`config.mk`:
```
export PLATFORM = sky130hd
export DESIGN_NAME = wsp_div_step
export DESIGN_NICKNAME = d
export VERILOG_FILES = /design/src/wsp_pkg.sv /design/src/wsp_div_step.sv
export SDC_FILE = /design/constraint.sdc
export NUM_CORES = 1
export LEC_CHECK = 0
export BUFFER_PORTS_ARGS = -buffer_cell sky130_fd_sc_hd__buf_2
export CAP_MARGIN = 20
export CELL_PAD_IN_SITES_DETAIL_PLACEMENT = 1
export CELL_PAD_IN_SITES_GLOBAL_PLACEMENT = 1
export CORE_MARGIN = 1.5
export CORE_UTILIZATION = 38
export DETAILED_ROUTE_END_ITERATION = 6
export PLACE_DENSITY_LB_ADDON = 0.1
export SLEW_MARGIN = 20
export SYNTH_ARGS = -nofsm -noshare
export SYNTH_HDL_FRONTEND = slang
export SYNTH_SLANG_ARGS = --single-unit
export TNS_END_PERCENT = 30
```
`constraint.sdc`:
```
create_clock -name vclk -period 15.8
set_input_delay 4.74 -clock vclk [all_inputs]
set_output_delay 4.74 -clock vclk [all_outputs]
set_load 0.005 [all_outputs]
```
`src/wsp_pkg.sv`:
```
// Shared constants for the world-to-screen projection pipeline.
`default_nettype none
package wsp_pkg;
  // exact clip sum width: four 64-bit signed terms
  localparam int SUM_W = 66;
  // quotient bits developed by the divider; values at or above 2^35 flag overflow
  localparam int QUO_W = 35;
  // ratio clamp, 2^33
  localparam logic [QUO_W-1:0] QUO_CLAMP = QUO_W'(64'h2_0000_0000);
  // configuration register indexes
  localparam logic [2:0] REG_ROW0_A = 3'd0;
  localparam logic [2:0] REG_ROW0_B = 3'd1;
  localparam logic [2:0] REG_ROW1_A = 3'd2;
  localparam logic [2:0] REG_ROW1_B = 3'd3;
  localparam logic [2:0] REG_ROW2_A = 3'd4;
  localparam logic [2:0] REG_ROW2_B = 3'd5;
  localparam logic [2:0] REG_ROW3_A = 3'd6;
  localparam logic [2:0] REG_ROW3_B = 3'd7;
endpackage
`default_nettype wire

```
`src/wsp_div_step.sv`:
```
// One restoring-division step: shift in a numerator bit, compare, subtract.
`default_nettype none
module wsp_div_step (
  input  wire logic [wsp_pkg::SUM_W-1:0] rem,
  input  wire logic                      num_bit,
  input  wire logic [wsp_pkg::SUM_W-1:0] divisor,
  output logic      [wsp_pkg::SUM_W-1:0] rem_out,
  output logic                           quo_bit
);
  logic [wsp_pkg::SUM_W:0] trial;
  logic [wsp_pkg::SUM_W:0] diff;

  always_comb begin
    trial   = {rem, num_bit};
    diff    = trial - {1'b0, divisor};
    quo_bit = (trial >= {1'b0, divisor});
    rem_out = quo_bit ? diff[wsp_pkg::SUM_W-1:0] : trial[wsp_pkg::SUM_W-1:0];
  end
endmodule
`default_nettype wire

```
# --- Yosys cells after proc, flatten, opt, wreduce, memory -nomap -nowiden ---
# Index checks and enable logic that the tools add are counted.
classes:
  muxes: 1
  addsub: 1
  order_cmp: 1
ops:
  columns: ["cell", "n"]
  rows:
  - ["67-bit by 66-bit >= comparator with 1-bit output", 1]
  - ["66-bit two-way mux", 1]
  - ["66-bit subtractor", 1]
totals:
  ff_bits: 0
  output_inout_bits: 67
  elab_cells: 3
  inputBits: 133

# --- Longest topological paths before layout ---
# Gate-level depths: netlist of run 1.
logic_depth:
  ltp_word: 2
  depth_mapped: 15
  ltp_nobuf: 13

# --- Worst setup path before layout of run 1 ---
# No wires, ideal clock.
synth_path:
  kind: "input port to output port"
  startpoint: "input divisor[44] (netlist name)"
  endpoint: "output rem_out[33] (netlist name)"
  arrival_time_ps: 7058
  stages: 13
  n_path_buf: 2
  required_ps: 11060
  slack_ps: 4002
  cell_sequence: "inv_1 ha_1 buf_2 nand2_1 or4_4 nor2_2 nand4_1 o31a_1 a21bo_4 o21ai_4 inv_4 buf_6 mux2_1"
synth_via:
  elab_chain_len: 2
synth_rtl:
  columns: ["element", "line", "text"]
  rows:
  - ["start, declared", "wsp_div_step.sv:6", "input wire logic [wsp_pkg::SUM_W-1:0] divisor,"]
  - ["67-bit by 66-bit >= comparator with 1-bit output", "wsp_div_step.sv:16", "quo_bit = (trial >= {1'b0, divisor});"]
  - ["66-bit two-way mux", "wsp_div_step.sv:17", "rem_out = quo_bit ? diff[wsp_pkg::SUM_W-1:0] : trial[wsp_pkg::SUM_W-1:0];"]
  - ["end, declared", "wsp_div_step.sv:7", "output logic [wsp_pkg::SUM_W-1:0] rem_out,"]
# Every way passes these cells.

# --- Worst setup path in the final report of run 1 ---
layout_path:
  startpoint: "input rem[23] (netlist name)"
  endpoint: "output rem_out[61] (netlist name)"
layout_via:
  elab_chain_len: 2
  elab_cells_between_ends: 3
  classes_between: "add/sub (1); order compare (1); mux (1)"
layout_rtl:
  columns: ["element", "line", "text"]
  rows:
  - ["start, declared", "wsp_div_step.sv:4", "input wire logic [wsp_pkg::SUM_W-1:0] rem,"]
  - ["66-bit subtractor / 67-bit by 66-bit >= comparator with 1-bit output (equally long branches)", "wsp_div_step.sv:15, wsp_div_step.sv:16", null]
  - ["66-bit two-way mux (*)", "wsp_div_step.sv:17", null]
# Mark *: on every way between the ends. The rest lies on a longest branch, timed or not.

==> results of run 1 <==
worst paths after layout:
| kind | from | endpoint | slack (ns) | cells after the start |
|---|---|---|---|---|
| worst max-delay path | rem[23] | rem_out[61] | 2.97 | 13 |
| worst min-delay path | rem[42] | rem_out[43] | 9.76 | 4 |
final cells by class:
class / count / area (sq um)
well taps: 176 / 220.2
inverters: 95 / 359.1
diodes: 1 / 2.502
multi-input cells: 701 / 4616
repair buffers: 201 / 1008
fillers: 1924 / 7089
routing by layer:
metal  vias to the layer above  global-route usage  share of wire  wire length (microns)
met4                         0             0.02827         0.0094                    173
met5                         -                   0              0                      0
li1                       3308                   -              -                      -
met1                      2982              0.3192           0.45                   8360
met3                        17            0.005228          0.036                    656
met2                       142              0.4675           0.50                   9236
per-stage QoR:
stage	std cells	total power, uW
after floorplan	837	195.8
after global placement	1173	288.0
after detailed placement	1173	290.5
after CTS	1173	292.3
after global routing	1174	323.7
final	1174	290.9
cells in the final DEF, fill, tap and decap left out, types with 27 or more instances in the layout:
cell type,Yosys,routed
inv_1,94,94
a21oi_1,116,116
o21ai_0,46,46
nand4_1,27,27
nand2_1,96,96
xnor2_1,28,28
nor2_1,71,71
ha_1,66,66
buf_2,16,200
cells by family after synthesis:
logic type | Yosys count | synth area share
XOR/XNOR | 52 | 0.08763
buffers and inverters | 136 | 0.1119
AND/OR/NAND/NOR | 272 | 0.2467
multiplexers | 2 | 0.004333
AO/OA/AOI/OAI | 308 | 0.3866
adder cells (fa/ha/maj) | 67 | 0.1627
where the power goes:
part	total [uW]	switching (uW)	internal (uW)	leakage (uW)
Sequential	0	0	0	0
Combinational	291	167	124	0.00314
Clock	0.00000850	0	0.00000849	0.00000000634
Total	291	167	124	0.00314
worst min-delay path, cell delays in order:
cell,delay (ns)
buf_2,0.09
nand2_1,0.04
nand2_1,0.05
buf_2,0.10
==> flow_metrics.env, run 1 <==
export IMPL_ios=200
export IMPL_yosys_top_cells_area="ha_1, a21oi_1, nand2_1"
export IMPL_cp_slowest_cell="inv_4"
export IMPL_dpl_hpwl_mm=15.88
export IMPL_totalWireLength_mm=18.43
export IMPL_min_period_ns=12.83
export IMPL_start_util=0.3909
export IMPL_syn_area_per_cell_sq_um=6.210
export IMPL_grt_setup_unrepaired="no"
export IMPL_yosys_area_top_type_share=0.1589
export IMPL_leakagePower_uw=0.003143
export IMPL_cp_max_fo=96
export IMPL_regArea_sq_um=0
export IMPL_post_cts_resized=0
export IMPL_yosys_warnings=0
export IMPL_finalSetupViolations=0
export IMPL_worst_slew_pin_slew_ns=0.9656
export IMPL_cp_start_kind="input port"
export IMPL_synth_seq_area_share=0
export IMPL_drtIter0Drc=229
export IMPL_max_freq_mhz=77.93
export IMPL_drt_first_pass_iters=4
export IMPL_grt_max_degree=97
export IMPL_critical_path_top_delay_family="buffers and inverters"
export IMPL_die_y_microns=120.0
export IMPL_drive_gt1_frac=0.2357
export IMPL_crit_type="in -> out"
export IMPL_critPathCaptureType="primary output"
export IMPL_rows=42
export IMPL_seq_cells=0
export IMPL_synth_cells=837
export IMPL_worstPathArrival_ns=8.09
export IMPL_holdCritPathClass="in -> out"
export IMPL_power_density_nw_per_um2=46.88
export IMPL_holdWs_ns=9.764
export IMPL_synth_area_sq_um=5197
export IMPL_post_cts_buffers=0
export IMPL_yosysMostFrequentCell="a21oi_1"
export IMPL_drc_errors=0
export IMPL_wl_per_cell_microns=15.70
export IMPL_area_growth_pct=19.40
export IMPL_dieArea_sq_um=14390
export IMPL_status="complete, no violations"
export IMPL_port_buffers=200
export IMPL_viasPerCell=5.493
export IMPL_cts_hold_buf=0
export IMPL_grt_overflow=0
export IMPL_cp_cell_sequence="buf_2 > ha_1 > nand4_2 > nor4_2 > inv_1 > a2111oi_4 > o31ai_1 > a21oi_2 > o21ai_4 > inv_4 > nor2_1 > nor3b_2 > buf_2"
export IMPL_synth_nets=1037
export IMPL_crit_required_ns=11.06
export IMPL_antenna_found_initial=1
export IMPL_ys_types=68
export IMPL_tns_ns=0
export IMPL_slew_headroom=0.3563
export IMPL_drtAntennaViolNets=0
export IMPL_crit_top_cell="buf_2"
export IMPL_track_usage=0.2469
export IMPL_synth_area_leader_cell="ha_1"
export IMPL_dpl_cell_area_sq_um=6203
export IMPL_nClkBuffers=0
export IMPL_grt_pass1_vias=6443
export IMPL_place_ws_ns=2.924
export IMPL_fin_nets=1199
export IMPL_drv_slew=0
export IMPL_max_stage_delay_ns=0.70
export IMPL_synth_common_cells="a21oi_1, nand2_1, inv_1, nor2_1, ha_1"
export IMPL_worst_slack_ns=2.969
export IMPL_ir_drop_mv=0.01624
export IMPL_grt_pass1_wl_mm=30.13
export IMPL_final_util=0.4668
export IMPL_hold_viol=0
export IMPL_cap_violations=0
export IMPL_die_width_microns=120.0
export IMPL_coreArea_sq_um=13300
export IMPL_crit_buf_inv=4
export IMPL_vias=6449
export IMPL_design_area_sq_um=6206
export IMPL_gp_congestion=0.8874
export IMPL_finalCritPeriodShare=0.8121
No activity file was read; power rests on OpenSTA's default activity.
==> run 2: changes to the inputs <==
--- a/config.mk
+++ b/config.mk
@@ -10,7 +10,7 @@
 export CELL_PAD_IN_SITES_DETAIL_PLACEMENT = 1
 export CELL_PAD_IN_SITES_GLOBAL_PLACEMENT = 1
 export CORE_MARGIN = 1.5
-export CORE_UTILIZATION = 38
+export CORE_UTILIZATION = 32
 export DETAILED_ROUTE_END_ITERATION = 6
 export PLACE_DENSITY_LB_ADDON = 0.1
 export SLEW_MARGIN = 20
==> constraint.sdc (replaced) <==
create_clock -name vclk -period 10.88
set_input_delay 3.264 -clock vclk [all_inputs]
set_output_delay 3.264 -clock vclk [all_outputs]
set_load 0.005 [all_outputs]
==> flow_metrics.env, run 2 (synthesis gave the netlist of run 1 again) <==
export IMPL_drc_errors=0
export IMPL_drv_slew=0
export IMPL_grt_pass1_vias=6239
export IMPL_critical_path_top_delay_family="buffers and inverters"
export IMPL_finalSetupViolations=0
export IMPL_post_cts_buffers=0
export IMPL_port_buffers=200
export IMPL_multi_input_area_sq_um=4616
export IMPL_drive_gt1_frac=0.2372
export IMPL_nClkBuffers=0
export IMPL_dieArea_sq_um=17020
export IMPL_holdWs_ns=6.820
export IMPL_ir_drop_mv=0.02876
export IMPL_grt_max_degree=59
export IMPL_seq_cells=0
export IMPL_power_density_nw_per_um2=67.99
export IMPL_area_growth_pct=20.85
export IMPL_critPathCaptureType="primary output"
export IMPL_cap_violations=0
export IMPL_tns_ns=0
export IMPL_crit_type="in -> out"
export IMPL_slew_headroom=0.5975
export IMPL_crit_required_ns=7.62
export IMPL_die_width_microns=130.4
export IMPL_grt_pass1_wl_mm=30.55
export IMPL_die_y_microns=130.4
export IMPL_antenna_found_initial=1
export IMPL_ios=200
export IMPL_grt_overflow=0
export IMPL_post_cts_resized=0
export IMPL_fin_nets=1201
export IMPL_hold_viol=0
export IMPL_gp_congestion=0.8542
export IMPL_finalCritPeriodShare=0.8993
export IMPL_track_usage=0.2180
export IMPL_cp_start_kind="input port"
export IMPL_drtIter0Drc=215
export IMPL_cts_hold_buf=0
export IMPL_crit_buf_inv=5
export IMPL_max_stage_delay_ns=0.43
export IMPL_total_power_uw=427.0
export IMPL_cp_max_fo=58
export IMPL_dpl_hpwl_mm=16.55
export IMPL_layout_commonest_cell="buf_2"
export IMPL_final_util=0.3954
export IMPL_min_period_ns=9.785
export IMPL_vias=6351
export IMPL_leakagePower_uw=0.003157
export IMPL_cp_slowest_cell="inv_4"
export IMPL_coreArea_sq_um=15890
export IMPL_wl_per_cell_microns=15.72
export IMPL_start_util=0.3272
export IMPL_cp_cell_sequence="buf_2 > ha_1 > nand4_1 > nor4_2 > inv_1 > a2111oi_4 > o31ai_1 > a21oi_2 > o21ai_4 > inv_4 > buf_12 > nand4_1 > nor3b_2 > buf_2"
export IMPL_viasPerCell=5.227
export IMPL_worstPathArrival_ns=6.52
export IMPL_grt_setup_unrepaired="no"
export IMPL_rows=46
export IMPL_worst_slew_pin_slew_ns=0.5975
export IMPL_status="complete, no violations"
export IMPL_regArea_sq_um=0
export IMPL_final_cell_mix="buf_2, a21oi_1, nand2_1"
export IMPL_totalWireLength_mm=19.10
export IMPL_drt_first_pass_iters=4
export IMPL_drtAntennaViolNets=0
export IMPL_fillCellCount=2200
export IMPL_max_freq_mhz=102.2
export IMPL_holdCritPathClass="in -> out"
export IMPL_num_antenna_cells=0
run 2: cell types whose count changed in the layout (fill, tap and decap cells not counted):
cell     before  now
buf_12        0    1
buf_4         1    2
diode_2       1    0
run 2: per-layer routing:
| metal | global-route usage | part of all wire |
|---|---|---|
| met1 | 0.2873 | 0.46 |
| met2 | 0.4164 | 0.50 |
| met3 | 0.006922 | 0.042 |
| met4 | 0.003878 | 0.00084 |
| met5 | 0 | 0 |
run 2: per-stage QoR:
stage	worst slack [ns]	instances	area, sq um
floorplan	2.034	837	5197
global placement	1.098	1215	6281
detailed placement	1.047	1215	6281
CTS	1.036	1215	6281
global route	0.7664	1215	6281
finish	1.095	1215	6281
run 2: final timing paths:
kind	from	end	slack, ns	depth (start not counted)
worst max-delay path	rem[21]	rem_out[61]	1.10	14
worst min-delay path	rem[42]	rem_out[43]	6.82	4
run 2: area by class of cell:
| class | instances | area share |
|---|---|---|
| Multi-Input combinational cell | 701 | 0.7349 |
| Timing Repair Buffer | 203 | 0.1649 |
| Inverter | 95 | 0.05717 |
| Tap cell | 216 | 0.04303 |
run 2: where the power goes:
part | total, uW | internal (uW) | switching, uW
combinational | 427 | 182 | 245
clock | 0 | 0 | 0
sequential | 0 | 0 | 0
total | 427 | 182 | 245
==> run 3: changes to the inputs <==
--- a/config.mk
+++ b/config.mk
@@ -7,12 +7,10 @@
 export LEC_CHECK = 0
 export BUFFER_PORTS_ARGS = -buffer_cell sky130_fd_sc_hd__buf_2
 export CAP_MARGIN = 20
-export CELL_PAD_IN_SITES_DETAIL_PLACEMENT = 1
-export CELL_PAD_IN_SITES_GLOBAL_PLACEMENT = 1
 export CORE_MARGIN = 1.5
-export CORE_UTILIZATION = 32
+export CORE_UTILIZATION = 44
 export DETAILED_ROUTE_END_ITERATION = 6
-export PLACE_DENSITY_LB_ADDON = 0.1
+export PLACE_DENSITY_LB_ADDON = 0.12
 export SLEW_MARGIN = 20
 export SYNTH_ARGS = -nofsm -noshare
 export SYNTH_HDL_FRONTEND = slang
==> flow_metrics.env, run 3 (synthesis gave the netlist of run 1 again) <==
export IMPL_holdCritPathClass="in -> out"
export IMPL_worst_slew_pin_slew_ns=0.6829
export IMPL_drtAntennaViolNets=0
export IMPL_die_width_microns=111.7
export IMPL_ir_drop_mv=0.03376
export IMPL_dpl_hpwl_mm=13.81
export IMPL_drv_slew=0
export IMPL_crit_type="in -> out"
export IMPL_die_y_microns=111.7
export IMPL_track_usage=0.2445
export IMPL_dieArea_sq_um=12470
export IMPL_regArea_sq_um=0
export IMPL_design_area_sq_um=6177
export IMPL_nClkBuffers=0
export IMPL_start_util=0.4532
export IMPL_drive_gt1_frac=0.2372
export IMPL_fin_nets=1201
export IMPL_cap_violations=0
export IMPL_final_cell_mix="buf_2, a21oi_1, nand2_1"
export IMPL_worstPathArrival_ns=6.62
export IMPL_status="complete, no violations"
export IMPL_power_density_nw_per_um2=67.29
export IMPL_wl_per_cell_microns=14.21
export IMPL_finalSetupViolations=0
export IMPL_viasPerCell=5.564
export IMPL_total_power_uw=415.7
export IMPL_grt_max_degree=64
export IMPL_grt_setup_unrepaired="no"
export IMPL_cp_start_kind="input port"
export IMPL_post_cts_buffers=0
export IMPL_cts_hold_buf=0
export IMPL_grt_pass1_vias=5745
export IMPL_gp_congestion=0.9094
export IMPL_seq_cells=0
export IMPL_post_cts_resized=0
export IMPL_finalCritPeriodShare=0.9082
export IMPL_place_ws_ns=0.9689
export IMPL_num_antenna_cells=0
export IMPL_grt_overflow=0
export IMPL_coreArea_sq_um=11470
export IMPL_hold_viol=0
export IMPL_slew_headroom=0.5447
export IMPL_layout_commonest_cell="buf_2"
export IMPL_crit_required_ns=7.62
export IMPL_area_growth_pct=18.85
export IMPL_rows=39
export IMPL_ios=200
export IMPL_max_freq_mhz=101.2
export IMPL_final_util=0.5387
export IMPL_leakagePower_uw=0.003152
export IMPL_vias=6354
export IMPL_port_buffers=200
export IMPL_tns_ns=0
export IMPL_min_period_ns=9.881
export IMPL_cp_max_fo=63
export IMPL_grt_pass1_wl_mm=26.45
export IMPL_dpl_cell_area_sq_um=6177
export IMPL_drtIter0Drc=249
export IMPL_critPathCaptureType="primary output"
export IMPL_worst_slack_ns=0.9987
export IMPL_drt_first_pass_iters=4
export IMPL_totalWireLength_mm=16.23
export IMPL_drc_errors=0
export IMPL_antenna_found_initial=0
==> run 3: cell types whose count changed in the layout (fill, tap and decap cells not counted) <==
cell,change
buf_12,-1
buf_4,+1
==> run 3: metal layers <==
metal / vias to the layer above / global-route usage / share of wire
met1: 2844 / 0.3339 / 0.46
met5: - / 0 / 0
met4: 0 / 0.02025 / 0.0061
li1: 3317 / - / -
met3: 12 / 0.01143 / 0.054
met2: 181 / 0.4415 / 0.48
==> run 3: power by group <==
part	internal (uW)	switching (uW)
Sequential	0	0
Clock	0	0
Combinational	181	235
==> run 3: area by class of cell <==
| cell class | count | area (sq um) |
|---|---|---|
| inverter | 95 | 359.1 |
| multi-input combinational | 701 | 4616 |
| fill | 1234 | 5290 |
| tap | 143 | 178.9 |
| timing repair buffer | 203 | 1023 |
==> run 3: worst paths after layout <==
path / slack (ns) / cells past startpoint / startpoint / to
max: 1.0 / 14 / rem[21] / rem_out[53]
min: 6.80 / 4 / rem[42] / rem_out[43]
==> run 3: worst max-delay path, cell delays in order <==
cell	delay, ns
buf_2	0.11
ha_1	0.41
nand4_1	0.23
nor4_2	0.35
inv_1	0.12
a2111oi_4	0.42
o31ai_1	0.16
a21oi_2	0.25
o21ai_4	0.10
inv_4	0.51
buf_4	0.31
nand4_1	0.09
nor3b_2	0.15
buf_2	0.13
==> run 3: metrics by stage <==
step                      instances  hold slack (ns)
after floorplan                 837            6.613
after global placement         1142            6.813
after detailed placement       1142            6.806
after CTS                      1142            6.809
after global routing           1142            6.834
final                          1142            6.805
